`config.mk`:
```
export PLATFORM = sky130hd
export DESIGN_NAME = two_pool_block_allocator_core
export DESIGN_NICKNAME = d
export VERILOG_FILES = /design/src/rtl/tpba_pkg.sv /design/src/rtl/tpba_cfg.sv /design/src/rtl/tpba_engine.sv /design/src/rtl/two_pool_block_allocator_core.sv
export SDC_FILE = /design/constraint.sdc
export NUM_CORES = 1
export LEC_CHECK = 0
export BUFFER_PORTS_ARGS = -buffer_cell sky130_fd_sc_hd__clkbuf_2
export CAP_MARGIN = 20
export CORE_UTILIZATION = 30
export CTS_BUF_LIST = sky130_fd_sc_hd__clkbuf_8
export DETAILED_ROUTE_END_ITERATION = 12
export PLACE_DENSITY_LB_ADDON = 0.05
export SYNTH_ARGS = -nofsm -noshare
export SYNTH_HDL_FRONTEND = slang
export SYNTH_SLANG_ARGS = --single-unit
```
`constraint.sdc`:
```
create_clock -name i_clk -period 4.05 [get_ports i_clk]
set_clock_uncertainty 0.1 [all_clocks]
set_input_delay 0.81 -clock i_clk [delete_from_list [all_inputs] [get_ports i_clk]]
set_output_delay 0.81 -clock i_clk [all_outputs]
set_load 0.01 [all_outputs]
```
`src/rtl/tpba_pkg.sv`:
```
`default_nettype none

package tpba_pkg;

    localparam int SMALL_BLOCKS = 32;
    localparam int BIG_BLOCKS   = 16;

    localparam int SMALL_IDX_W = (SMALL_BLOCKS > 1) ? $clog2(SMALL_BLOCKS) : 1;
    localparam int BIG_IDX_W   = (BIG_BLOCKS > 1) ? $clog2(BIG_BLOCKS) : 1;
    localparam int SMALL_CNT_W = $clog2(SMALL_BLOCKS + 1);
    localparam int BIG_CNT_W   = $clog2(BIG_BLOCKS + 1);

    localparam int SIZE_W      = 16;
    localparam int ADDR_W      = 32;
    localparam int STATUS_W    = 3;
    localparam int SMALL_USE_W = 6;
    localparam int BIG_USE_W   = 5;
    localparam int PADDR_W     = 4;
    localparam int PDATA_W     = 32;

    localparam logic [SIZE_W-1:0] RST_SMALL_LIMIT = 16'd64;
    localparam logic [SIZE_W-1:0] RST_BIG_LIMIT   = 16'd1024;
    localparam logic [ADDR_W-1:0] RST_SMALL_BASE  = 32'd0;
    localparam logic [ADDR_W-1:0] RST_BIG_BASE    = 32'd256;

    typedef enum logic [STATUS_W-1:0] {
        ST_SMALL_GRANT = 3'd0,
        ST_BIG_GRANT   = 3'd1,
        ST_HEAP        = 3'd2,
        ST_SMALL_FREE  = 3'd3,
        ST_BIG_FREE    = 3'd4,
        ST_BAD_ADDR    = 3'd5,
        ST_BAD_SIZE    = 3'd6
    } t_status;

    typedef enum logic {
        OP_ALLOC = 1'b0,
        OP_FREE  = 1'b1
    } t_opcode;

    typedef enum logic [1:0] {
        REG_SMALL_LIMIT = 2'd0,
        REG_BIG_LIMIT   = 2'd1,
        REG_SMALL_BASE  = 2'd2,
        REG_BIG_BASE    = 2'd3
    } t_reg_idx;

    typedef struct packed {
        logic [SIZE_W-1:0] small_limit;
        logic [SIZE_W-1:0] big_limit;
        logic [ADDR_W-1:0] small_base;
        logic [ADDR_W-1:0] big_base;
    } t_cfg;

    typedef struct packed {
        t_opcode           opcode;
        logic [SIZE_W-1:0] request_size;
        logic [ADDR_W-1:0] free_address;
    } t_item;

    typedef struct packed {
        t_status                status;
        logic [ADDR_W-1:0]      granted_address;
        logic [SMALL_USE_W-1:0] small_in_use;
        logic [BIG_USE_W-1:0]   big_in_use;
    } t_result;

    typedef struct packed {
        logic [SMALL_BLOCKS-1:0] small_map;
        logic [BIG_BLOCKS-1:0]   big_map;
        logic [SMALL_CNT_W-1:0]  small_cnt;
        logic [BIG_CNT_W-1:0]    big_cnt;
    } t_pool_state;

endpackage

`default_nettype wire

```
`src/rtl/tpba_cfg.sv`:
```
`default_nettype none

module tpba_cfg
    import tpba_pkg::*;
(
    input  wire logic               i_clk,
    input  wire logic               i_rst_n,
    input  wire logic               psel,
    input  wire logic               penable,
    input  wire logic               pwrite,
    input  wire logic [PADDR_W-1:0] paddr,
    input  wire logic [PDATA_W-1:0] pwdata,
    output logic      [PDATA_W-1:0] prdata,
    output logic                    pready,
    output t_cfg                    o_cfg
);

    t_cfg     r_cfg;
    t_reg_idx w_idx;
    logic     w_wr;

    assign w_idx  = t_reg_idx'(paddr[3:2]);
    assign w_wr   = psel && penable && pwrite;
    assign pready = 1'b1;
    assign o_cfg  = r_cfg;

    always_ff @(posedge i_clk) begin
        if (!i_rst_n) begin
            r_cfg.small_limit <= RST_SMALL_LIMIT;
            r_cfg.big_limit   <= RST_BIG_LIMIT;
            r_cfg.small_base  <= RST_SMALL_BASE;
            r_cfg.big_base    <= RST_BIG_BASE;
        end else if (w_wr) begin
            unique case (w_idx)
                REG_SMALL_LIMIT: r_cfg.small_limit <= pwdata[SIZE_W-1:0];
                REG_BIG_LIMIT:   r_cfg.big_limit   <= pwdata[SIZE_W-1:0];
                REG_SMALL_BASE:  r_cfg.small_base  <= pwdata[ADDR_W-1:0];
                REG_BIG_BASE:    r_cfg.big_base    <= pwdata[ADDR_W-1:0];
                default: ;
            endcase
        end
    end

    always_comb begin
        unique case (w_idx)
            REG_SMALL_LIMIT: prdata = PDATA_W'(r_cfg.small_limit);
            REG_BIG_LIMIT:   prdata = PDATA_W'(r_cfg.big_limit);
            REG_SMALL_BASE:  prdata = PDATA_W'(r_cfg.small_base);
            REG_BIG_BASE:    prdata = PDATA_W'(r_cfg.big_base);
            default:         prdata = '0;
        endcase
    end

endmodule

`default_nettype wire

```
`src/rtl/tpba_engine.sv`:
```
`default_nettype none

module tpba_engine
    import tpba_pkg::*;
(
    input  wire logic   i_clk,
    input  wire logic   i_rst_n,
    input  wire logic   i_fire,
    input  t_cfg        i_cfg,
    input  t_item       i_item,
    output t_result     o_result,
    output t_pool_state o_state
);

    logic [SMALL_BLOCKS-1:0] r_small_map, n_small_map;
    logic [BIG_BLOCKS-1:0]   r_big_map, n_big_map;
    logic [SMALL_CNT_W-1:0]  r_small_cnt, n_small_cnt;
    logic [BIG_CNT_W-1:0]    r_big_cnt, n_big_cnt;

    logic [SMALL_BLOCKS-1:0] w_small_free, w_small_pick;
    logic [BIG_BLOCKS-1:0]   w_big_free, w_big_pick;
    logic [SMALL_IDX_W-1:0]  w_small_idx, w_small_fidx;
    logic [BIG_IDX_W-1:0]    w_big_idx, w_big_fidx;
    logic [ADDR_W-1:0]       w_small_off, w_big_off;
    logic                    w_small_hit, w_big_hit;
    logic                    w_want_big;

    // Isolate the lowest free block, then encode its position.
    assign w_small_free = ~r_small_map;
    assign w_big_free   = ~r_big_map;
    assign w_small_pick = w_small_free & (~w_small_free + 1'b1);
    assign w_big_pick   = w_big_free & (~w_big_free + 1'b1);

    always_comb begin
        w_small_idx = '0;
        for (int i = 0; i < SMALL_BLOCKS; i++) begin
            if (w_small_pick[i]) w_small_idx = w_small_idx | SMALL_IDX_W'(i);
        end
    end

    always_comb begin
        w_big_idx = '0;
        for (int i = 0; i < BIG_BLOCKS; i++) begin
            if (w_big_pick[i]) w_big_idx = w_big_idx | BIG_IDX_W'(i);
        end
    end

    // The offset wraps modulo 2^32, so a pool near the top of the space wraps to zero.
    assign w_small_off  = i_item.free_address - i_cfg.small_base;
    assign w_big_off    = i_item.free_address - i_cfg.big_base;
    assign w_small_hit  = w_small_off < ADDR_W'(SMALL_BLOCKS);
    assign w_big_hit    = w_big_off < ADDR_W'(BIG_BLOCKS);
    assign w_small_fidx = w_small_off[SMALL_IDX_W-1:0];
    assign w_big_fidx   = w_big_off[BIG_IDX_W-1:0];

    always_comb begin
        n_small_map = r_small_map;
        n_big_map   = r_big_map;
        n_small_cnt = r_small_cnt;
        n_big_cnt   = r_big_cnt;
        w_want_big  = 1'b0;
        o_result.status          = ST_HEAP;
        o_result.granted_address = '0;
        if (i_item.opcode == OP_ALLOC) begin
            if (i_item.request_size == '0) begin
                o_result.status = ST_BAD_SIZE;
            end else begin
                if (i_item.request_size <= i_cfg.small_limit) begin
                    if (|w_small_free) begin
                        n_small_map[w_small_idx] = 1'b1;
                        n_small_cnt = r_small_cnt + SMALL_CNT_W'(1);
                        o_result.granted_address = i_cfg.small_base + ADDR_W'(w_small_idx);
                        o_result.status = ST_SMALL_GRANT;
                    end else begin
                        w_want_big = 1'b1;
                    end
                end else if (i_item.request_size <= i_cfg.big_limit) begin
                    w_want_big = 1'b1;
                end
                if (w_want_big && (|w_big_free)) begin
                    n_big_map[w_big_idx] = 1'b1;
                    n_big_cnt = r_big_cnt + BIG_CNT_W'(1);
                    o_result.granted_address = i_cfg.big_base + ADDR_W'(w_big_idx);
                    o_result.status = ST_BIG_GRANT;
                end
            end
        end else begin
            if (w_small_hit) begin
                o_result.status = ST_SMALL_FREE;
                if (r_small_map[w_small_fidx]) begin
                    n_small_map[w_small_fidx] = 1'b0;
                    n_small_cnt = r_small_cnt - SMALL_CNT_W'(1);
                end
            end else if (w_big_hit) begin
                o_result.status = ST_BIG_FREE;
                if (r_big_map[w_big_fidx]) begin
                    n_big_map[w_big_fidx] = 1'b0;
                    n_big_cnt = r_big_cnt - BIG_CNT_W'(1);
                end
            end else begin
                o_result.status = ST_BAD_ADDR;
            end
        end
        o_result.small_in_use = SMALL_USE_W'(n_small_cnt);
        o_result.big_in_use   = BIG_USE_W'(n_big_cnt);
    end

    always_ff @(posedge i_clk) begin
        if (!i_rst_n) begin
            r_small_map <= '0;
            r_big_map   <= '0;
            r_small_cnt <= '0;
            r_big_cnt   <= '0;
        end else if (i_fire) begin
            r_small_map <= n_small_map;
            r_big_map   <= n_big_map;
            r_small_cnt <= n_small_cnt;
            r_big_cnt   <= n_big_cnt;
        end
    end

    assign o_state.small_map = r_small_map;
    assign o_state.big_map   = r_big_map;
    assign o_state.small_cnt = r_small_cnt;
    assign o_state.big_cnt   = r_big_cnt;

endmodule

`default_nettype wire

```
`src/rtl/two_pool_block_allocator_core.sv`:
```
// Channel   Direction  Handshake               Payload
// in        to block   i_in_valid/o_in_stall   i_opcode, i_request_size, i_free_address
// out       from block o_out_valid/i_out_stall o_status, o_granted_address, o_*_in_use
// cfg       to block   APB psel/penable/pready paddr, pwdata, prdata
//
// An item is held in the input register and is resolved into the result register
// when the result side is not stalled; one item is taken per cycle while the output does not stall.
// The bitmaps and counts update at the same edge, so back-to-back items see each other.
// A stalled result holds the input register, which then stalls the input channel.
// Synchronous active-low reset frees all blocks and loads the default limits and bases.
`default_nettype none

module two_pool_block_allocator_core
    import tpba_pkg::*;
(
    input  wire logic                   i_clk,
    input  wire logic                   i_rst_n,
    input  wire logic                   i_in_valid,
    output logic                        o_in_stall,
    input  wire logic                   i_opcode,
    input  wire logic [SIZE_W-1:0]      i_request_size,
    input  wire logic [ADDR_W-1:0]      i_free_address,
    output logic                        o_out_valid,
    input  wire logic                   i_out_stall,
    output logic [STATUS_W-1:0]         o_status,
    output logic [ADDR_W-1:0]           o_granted_address,
    output logic [SMALL_USE_W-1:0]      o_small_in_use,
    output logic [BIG_USE_W-1:0]        o_big_in_use,
    input  wire logic                   psel,
    input  wire logic                   penable,
    input  wire logic                   pwrite,
    input  wire logic [PADDR_W-1:0]     paddr,
    input  wire logic [PDATA_W-1:0]     pwdata,
    output logic      [PDATA_W-1:0]     prdata,
    output logic                        pready
);

    logic        r_in_valid, n_in_valid;
    t_item       r_in_item;
    logic        r_out_valid, n_out_valid;
    t_result     r_out_res;
    t_result     w_res;
    t_cfg        w_cfg;
    t_pool_state w_state;
    logic        w_out_blocked, w_advance, w_load;

    assign w_out_blocked = r_out_valid && i_out_stall;
    assign w_advance     = r_in_valid && !w_out_blocked;
    assign o_in_stall    = r_in_valid && w_out_blocked;
    assign w_load        = i_in_valid && !o_in_stall;

    tpba_cfg u_cfg (
        .i_clk   (i_clk),
        .i_rst_n (i_rst_n),
        .psel    (psel),
        .penable (penable),
        .pwrite  (pwrite),
        .paddr   (paddr),
        .pwdata  (pwdata),
        .prdata  (prdata),
        .pready  (pready),
        .o_cfg   (w_cfg)
    );

    tpba_engine u_engine (
        .i_clk    (i_clk),
        .i_rst_n  (i_rst_n),
        .i_fire   (w_advance),
        .i_cfg    (w_cfg),
        .i_item   (r_in_item),
        .o_result (w_res),
        .o_state  (w_state)
    );

    always_comb begin
        if (w_load) begin
            n_in_valid = 1'b1;
        end else if (w_advance) begin
            n_in_valid = 1'b0;
        end else begin
            n_in_valid = r_in_valid;
        end
        if (w_advance) begin
            n_out_valid = 1'b1;
        end else if (i_out_stall) begin
            n_out_valid = r_out_valid;
        end else begin
            n_out_valid = 1'b0;
        end
    end

    always_ff @(posedge i_clk) begin
        if (!i_rst_n) begin
            r_in_valid  <= 1'b0;
            r_out_valid <= 1'b0;
        end else begin
            r_in_valid  <= n_in_valid;
            r_out_valid <= n_out_valid;
        end
    end

    always_ff @(posedge i_clk) begin
        if (w_load) begin
            r_in_item.opcode       <= t_opcode'(i_opcode);
            r_in_item.request_size <= i_request_size;
            r_in_item.free_address <= i_free_address;
        end
        if (w_advance) begin
            r_out_res <= w_res;
        end
    end

    assign o_out_valid       = r_out_valid;
    assign o_status          = r_out_res.status;
    assign o_granted_address = r_out_res.granted_address;
    assign o_small_in_use    = r_out_res.small_in_use;
    assign o_big_in_use      = r_out_res.big_in_use;

`ifndef SYNTHESIS
    a_small_count: assert property (@(posedge i_clk) disable iff (!i_rst_n)
        $countones(w_state.small_map) == int'(w_state.small_cnt))
        else $error("small pool count does not match its bitmap");

    a_big_count: assert property (@(posedge i_clk) disable iff (!i_rst_n)
        $countones(w_state.big_map) == int'(w_state.big_cnt))
        else $error("big pool count does not match its bitmap");

    a_addr_zero: assert property (@(posedge i_clk) disable iff (!i_rst_n)
        (o_out_valid && o_status != ST_SMALL_GRANT && o_status != ST_BIG_GRANT)
        |-> o_granted_address == '0)
        else $error("address reported on a result that is not a grant");

    a_stall_holds_input: assert property (@(posedge i_clk) disable iff (!i_rst_n)
        (r_in_valid && w_out_blocked) |=> r_in_valid)
        else $error("pending item lost while the result side was stalled");
`endif

endmodule

`default_nettype wire

```
**Yosys cells after proc, flatten, opt, wreduce, memory -nomap -nowiden**

Cells that the tools add are included.

- Register bits: 252
- Logic and storage cells: 272
- Output and inout bits: 81
- Memory bits (writable): 0
- Input port bits: 92
- Memories kept: 0
- Bits in read-only memories: 0
- Bits in latches: 0

- Reductions and logical operators: 24
- $mul: 0
- $lt $le $gt $ge: 12
- Eq/ne operators: 19
- Muxes and demuxes: 178
- Bitwise logic cells: 12
- Divide/modulo/power cells: 0
- Add/sub/neg operators: 10
- Shifts and indexed selects: 0

Operator list:

| cell | count |
|---|---|
| two-way mux 32 bit | 25 |
| two-way mux 16 bit | 23 |
| two-way mux 35 bit | 9 |
| two-way mux 96 bit | 2 |
| two-way mux 5 bit | 33 |
| one-hot mux 32 bit (4 select lines) | 1 |
| two-way mux 6 bit | 17 |
| inverter 32 bit | 3 |
| bitwise AND 32 bit | 2 |
| two-way mux 4 bit | 16 |
| subtractor 32 bit | 2 |
| inverter 16 bit | 3 |
| two-way mux 3 bit | 15 |
| two-way mux 34 bit | 1 |
| adder 32 x 1 -> 32 bit (second input constant) | 1 |
| adder 32 x 4 -> 32 bit | 1 |
| adder 32 x 5 -> 32 bit | 1 |
| bitwise AND 16 bit | 2 |
| less-or-equal comparator 16 bit | 2 |
| less-than comparator 32 x 5 -> 1 bit (second input constant) | 1 |
| less-than comparator 32 x 6 -> 1 bit (second input constant) | 1 |
| bitwise OR 32 bit | 1 |
| OR reduction 32 bit | 1 |
| two-way mux 1 bit | 26 |
| 29 further kinds | 66 |

**Depth between registers and ports, before layout**

- Depth after elaboration: 52
- Mapped depth: 21
- Mapped depth without buffers: 21

**Modules after synthesis**

From an unflattened synthesis, not the netlist that was laid out.

- Cell total of the unflattened synthesis: 2119
- Area, all modules: 18134.9 um2

By module, submodules not included:

| module | cells an instance | area an instance (um2) | times used | seq. area each (um2) |
|---|---|---|---|---|
| tpba_engine | 1603 | 10896.7 | 1 | 1181.1 |
| tpba_cfg | 413 | 4301.6 | 1 | 1921.8 |
| two_pool_block_allocator_core | 103 | 2936.6 | 1 | 2892.8 |

**Least setup slack after synthesis**

No wires, ideal clock.

- Path type: register -> register
- Start point: register u_engine.r_small_map[7]
- End point: register r_out_res, in the netlist o_granted_address[30], data pin
- Path buffers: 0
- Data required time: 3679 ps
- Setup time: 271 ps
- Data arrival time: 3704 ps
- Setup slack: -25 ps
- Stages on the path, launching flop included: 20
- Clock period less this slack: 4075 ps
- Cells stage by stage: dfxtp_1 nand4_1 nor2_1 nand4_1 or4_1 nand2b_1 nand3_1 ha_1 inv_1 fa_1 nor2b_1 o21ai_0 nand2b_1 a21oi_1 nor3_1 nand2_1 nor2_1 nand3_1 xnor2_1 o22ai_1

- Word-level cells in the longest chain between the ends: 42
- Elaborated cells on any way between the ends: 51
- Those cells by class: add/sub (2); mux (44); bitwise (3); reduce/logical (2)

Ends and longest elaborated chain:

| what | RTL line | RTL |
|---|---|---|
| start, declared | tpba_engine.sv:15 | `logic [SMALL_BLOCKS-1:0] r_small_map, n_small_map;` |
| start signal, assigned | tpba_engine.sv:115 | `r_small_map <= n_small_map;` |
| inverter 32 bit (*) | tpba_engine.sv:29 | `assign w_small_free = ~r_small_map;` |
| inverter 32 bit | tpba_engine.sv:31 | `assign w_small_pick = w_small_free & (~w_small_free + 1'b1);` |
| adder 32 x 1 -> 32 bit | tpba_engine.sv:31 |  |
| bitwise AND 32 bit | tpba_engine.sv:31 |  |
| two-way mux 3 bit | tpba_engine.sv:37 | `if (w_small_pick[i]) w_small_idx = w_small_idx \| SMALL_IDX_W'(i);` |
| two-way mux 4 bit (8 in series) | tpba_engine.sv:37 |  |
| two-way mux 5 bit (16 in series) | tpba_engine.sv:37 |  |
| adder 32 x 5 -> 32 bit | tpba_engine.sv:72 | `o_result.granted_address = i_cfg.small_base + ADDR_W'(w_small_idx);` |
| [... 4 more ...] | n/a |  |
| two-way mux 35 bit | tpba_engine.sv:68 | `if (i_item.request_size <= i_cfg.small_limit) begin` |
| two-way mux 35 bit | tpba_engine.sv:65 | `if (i_item.request_size == '0) begin` |
| two-way mux 35 bit | tpba_engine.sv:64 | `if (i_item.opcode == OP_ALLOC) begin` |
| two-way mux 35 bit (*) | tpba_engine.sv:80 | `if (w_want_big && (\|w_big_free)) begin` |
| two-way mux 35 bit (*) | tpba_engine.sv:65 |  |
| two-way mux 35 bit (*) | tpba_engine.sv:64 |  |
| two-way mux 32 bit (*) | tpba_engine.sv:65 |  |
| two-way mux 32 bit (*) | tpba_engine.sv:64 |  |
| end signal, assigned | two_pool_block_allocator_core.sv:109 | `r_out_res <= w_res;` |
| end, declared | two_pool_block_allocator_core.sv:41 | `t_result r_out_res;` |

Every way passes the cells marked *; elsewhere a longest branch is shown, timed or not. The select of a mux whose other input is x is not followed.
A chain may end at the register's enable or synchronous reset.

**Final worst setup path**

- Start point: register r_in_item[0] (netlist bit)
- End point: register u_engine.r_big_map[15]

- Word-level cells in the longest chain between the ends: 19
- Elaborated cells on any way between the ends: 29
- Those cells by class: add/sub (2); order compare (4); eq/ne (3); mux (16); bitwise (2); reduce/logical (2)

Ends and longest elaborated chain:

| what | RTL line | RTL |
|---|---|---|
| start, declared | two_pool_block_allocator_core.sv:39 | `t_item r_in_item;` |
| subtractor 32 bit | tpba_engine.sv:50 | `assign w_big_off = i_item.free_address - i_cfg.big_base;` |
| less-than comparator 4 x 5 -> 1 bit (not written as such) or greater-or-equal comparator 4 x 1 -> 1 bit (tied branches) | tpba_engine.sv:97 | `n_big_map[w_big_fidx] = 1'b0;` |
| logical AND 1 bit (not written as such) | tpba_engine.sv:97 |  |
| two-way mux 1 bit (not written as such) | tpba_engine.sv:97 |  |
| demux 1 bit (select 4 bit) | n/a |  |
| inverter 16 bit (no line) | n/a |  |
| bitwise AND 16 bit (no line) | n/a |  |
| two-way mux 16 bit | tpba_engine.sv:96 | `if (r_big_map[w_big_fidx]) begin` |
| [... 2 more ...] | n/a |  |
| two-way mux 16 bit | tpba_engine.sv:64 |  |
| two-way mux 16 bit | tpba_engine.sv:94 | `end else if (w_big_hit) begin` |
| two-way mux 16 bit | tpba_engine.sv:88 | `if (w_small_hit) begin` |
| two-way mux 16 bit | tpba_engine.sv:64 |  |
| two-way mux 16 bit | tpba_engine.sv:88 |  |
| two-way mux 16 bit (2 in series) | tpba_engine.sv:64 |  |
| two-way mux 16 bit | tpba_engine.sv:114 | `end else if (i_fire) begin` |
| two-way mux 16 bit | tpba_engine.sv:109 | `if (!i_rst_n) begin` |
| end signal, assigned | tpba_engine.sv:116 | `r_big_map <= n_big_map;` |
| end, declared | tpba_engine.sv:16 | `logic [BIG_BLOCKS-1:0] r_big_map, n_big_map;` |

Parallel ways exist; a longest one is shown, timed or not. The select of a mux whose other input is x is not followed.

==> results.toml <==
[power]
p_leak_uw = 0.0106
peakVddDrop_mv = 0.249
netSwitchingFraction = 0.315
clkPwrFrac = 0.390
p_comb_frac = 0.236
switchingPower_uw = 2320
seq_power_share = 0.374
internal_power_uw = 5050
power_density_nw_per_um2 = 274

[detailed_routing]
finalWirelength_mm = 85.0
viasPerCell = 5.38
drt_iter0_markers = 1512
drtPass1Iterations = 6
route.detailed.drc = 0
vias = 20800
post_drt_wl_per_cell_microns = 22.0
drtAntennaViolNets = 0

[floorplanning]
num_io_pins = 173
coreArea_sq_um = 61800
initial_core_util = 0.304
die-area_sq_um = 63800
rows = 91
fp.dieW_microns = 252
die_y_microns = 252

[timing]
rsz0062_at_grt = "yes"
fmax_mhz = 229
slew_violations = 0
setup_viol = 70
finalSetupTns_ns = -13.34
timing.final.crit_share = 1.08
max_slew_margin = 0.405
tightest_slew_ns = 0.892
hold_viol_final = 0
whs_ns = 0.233
fin_ws_ns = -0.308
min_period_ns = 4.36

[run_status]
status = "complete, but fails checks"
failed_checks = "setup timing"

[global_routing]
gr-usage-met1 = 0.381
antenna_found_initial = 1
first_global_vias = 20400
top_usage_layer = "met2"
grt_use_met2 = 0.417
grt_max_degree = 70
overflow = 0
grtUsageMet3 = 0.0327
grt_use_total = 0.263
grt_pass1_wl_mm = 127

[cts]
cts_tree = "yes"
htreeDepth = 2
cts-root-buf = "clkbuf_8"
clkTransAtPathRegs_ns = 0.06
cts.sinks = 252
hold_buffers = 0
numCtsBuffers = 50
clk-insertion-delay-late_ns = 0.66
cts_buffer_depth = 3

[final_layout]
fin_area_sq_um = 26900
layout-drive-gt1-share = 0.348
area_growth_pct = 43.0
nFillCells = 6316
multi_input_area_sq_um = 13100
regArea_sq_um = 6000
fin_nets = 3195

[placement]
post-dp-hpwl_mm = 67.9
gp_congestion = 0.920
io_buffers = 169
placed_area_sq_um = 24300

[synthesis]
synthArstFlopShare = 0
avgSynthCellArea_sq_um = 8.09
synth_most_common_cell = "nand2_1"
yosysWarningCount = 0
syn_area_sq_um = 18800
synthFlopType = "dfxtp_1"
syn_nets = 2533
synth_common_cells = "nand2_1 (385), a21oi_1 (219), dfxtp_1 (157)"
syn_inst = 2328
synth_top_area_frac = 0.167
synth_area_leaders = "dfxtp_1 (17%), edfxtp_1 (15%), nand2_1 (7.7%)"
ys_types = 89
synth_edf_count = 95
yosys.area.top_type = "dfxtp_1"
ys_seq_area_frac = 0.319
synth-seq-cells = 252

[setup_path]
crit_arrival_ns = 4.84
crit_buf_inv = 5
worstSetupStartpointType = "flop"
slowest_delay_ns = 0.48
worstSetupPathType = "flop to flop"
crit_family = "compound AO/OA/AOI/OAI gates"
end_kind = "flop"
cp_max_fo = 7
slowest_stage = "a311o_2"
cp.required_ns = 4.53
path_cells = "inv_2 -> buf_6 -> ha_4 -> inv_2 -> fa_2 -> a21o_1 -> a221o_1 -> a21oi_2 -> buf_4 -> o31a_1 -> o21ai_1 -> xor2_1 -> nor3_1 -> nand4_1 -> a311o_2 -> buf_6 -> a2111o_1 -> o22ai_1"

[flow_run]
max-cap-violations = 0

[min_path]
hp-class = "input port to flop"
[layout by cell type (no fill, tap or decap), types with 10 or more instances in the layout]
cell type,n
buf_4,526
o21ai_1,13
a22oi_1,10
a21o_1,28
ha_4,10
nor4_1,13
or3_1,18
clkbuf_8,60
mux4_2,31
dfxtp_1,154
o211ai_1,23
o21ai_0,59
and2_1,17
a211oi_1,14
edfxtp_1,95
nand3_1,54
a21oi_2,18
nor3_1,43
nor2b_1,27
a21oi_1,201
o22ai_1,49
o21a_1,22
clkbuf_2,169
xor2_1,19
or2_2,12
nand2_1,378
nor2_1,127
inv_1,148
a31oi_1,10
and3_1,39
nand4_1,54
mux2i_1,30
ha_1,96
nand2b_1,21
buf_6,26
xnor2_1,74
[routing by layer]
metal,part of all wire,up-vias,wire length (microns)
met5,0,-,0
met2,0.45,616,38300
met1,0.49,10200,41200
met4,0.016,0,1350
li1,-,9872,-
met3,0.049,97,4130
[timing repair]
action                                  CTS  global route
gates resized for setup                 146           136
setup buffers                            11            16
pin swaps                                75            76
endpoints found under the setup margin   87            91
gates cloned                              2             0
[per-stage QoR]
stage / setup slack, ns / util / power [uW] / cells
after floorplan: 0.00729 / - / 3570 / 2328
after global placement: -0.637 / 0.394 / 4400 / 3753
after detailed placement: -0.619 / 0.394 / 4400 / 3753
after CTS: -0.262 / 0.423 / 7360 / 3854
after global routing: -0.466 / 0.435 / 7670 / 3869
final: -0.308 / 0.435 / 7370 / 3869
[area by class of cell]
type                    instances  share of cell area
multi-input cells            1818               0.485
clock buffers                  60              0.0307
diodes                          1           0.0000930
flip-flops and latches        252               0.223
inverters                     141              0.0197
clock inverters                33             0.00962
repair buffers                727               0.193
well taps                     837              0.0389
[registers in the layout, summed over array words and instances (netlist names)]
signal                cells
o_big_in_use              5
u_engine.r_big_map       16
o_out_valid               1
r_in_valid                1
o_status                  3
u_engine.r_big_cnt        5
u_engine.r_small_map     32
o_small_in_use            6
o_granted_address        32
u_engine.r_small_cnt      6
u_cfg.o_cfg              96
r_in_item                49
[logic make-up (layout without fill, tap and decap cells)]
family                     Yosys count  after routing  synth area share
adders and majority gates          113            113            0.0767
AOI/OAI and AO/OA                  626            627             0.216
xor gates and xnor gates            99             99            0.0461
and+or+nand+nor                    913            913             0.233
buffers and inverters              259            961            0.0542
other                                1              2          0.000199
muxes                               65             65            0.0554
DFF                                252            252             0.319
[worst reg2reg max path, stage by stage (launching register included)]
cell and delay (ns):
edfxtp_1 0.37, inv_2 0.10, buf_6 0.11, ha_4 0.13
inv_2 0.04, fa_2 0.33, a21o_1 0.19, a221o_1 0.44
a21oi_2 0.18, buf_4 0.19, o31a_1 0.15, o21ai_1 0.11
xor2_1 0.18, nor3_1 0.22, nand4_1 0.20, a311o_2 0.48
buf_6 0.16, a2111o_1 0.46, o22ai_1 0.17
[power by group through the flow]
| stage | registers, uW | logic, uW | clock network [uW] |
|---|---|---|---|
| 2_1_floorplan | 2800 | 765 | 0 |
| 3_3_place_gp | 2810 | 1580 | 0 |
| 3_5_place_dp | 2810 | 1590 | 0 |
| 4_1_cts | 2760 | 1660 | 2950 |
| 5_1_grt | 2760 | 1870 | 3040 |
| 6_report | 2760 | 1740 | 2870 |
[worst paths after layout]
kind | endpoint | slack, ns | from | depth (start not counted)
setup / recovery | u_engine.r_big_map[15] | -0.31 | r_in_item[0] | 18
hold / removal | r_in_item[31] | 0.23 | i_free_address[31] | 1
setup reg to reg | u_engine.r_big_map[15] | -0.31 | r_in_item[0] | 18
hold reg to reg | u_cfg.o_cfg[76] | 0.37 | u_cfg.o_cfg[76] | 2
Note: power is estimated with default switching activity, not from simulation.
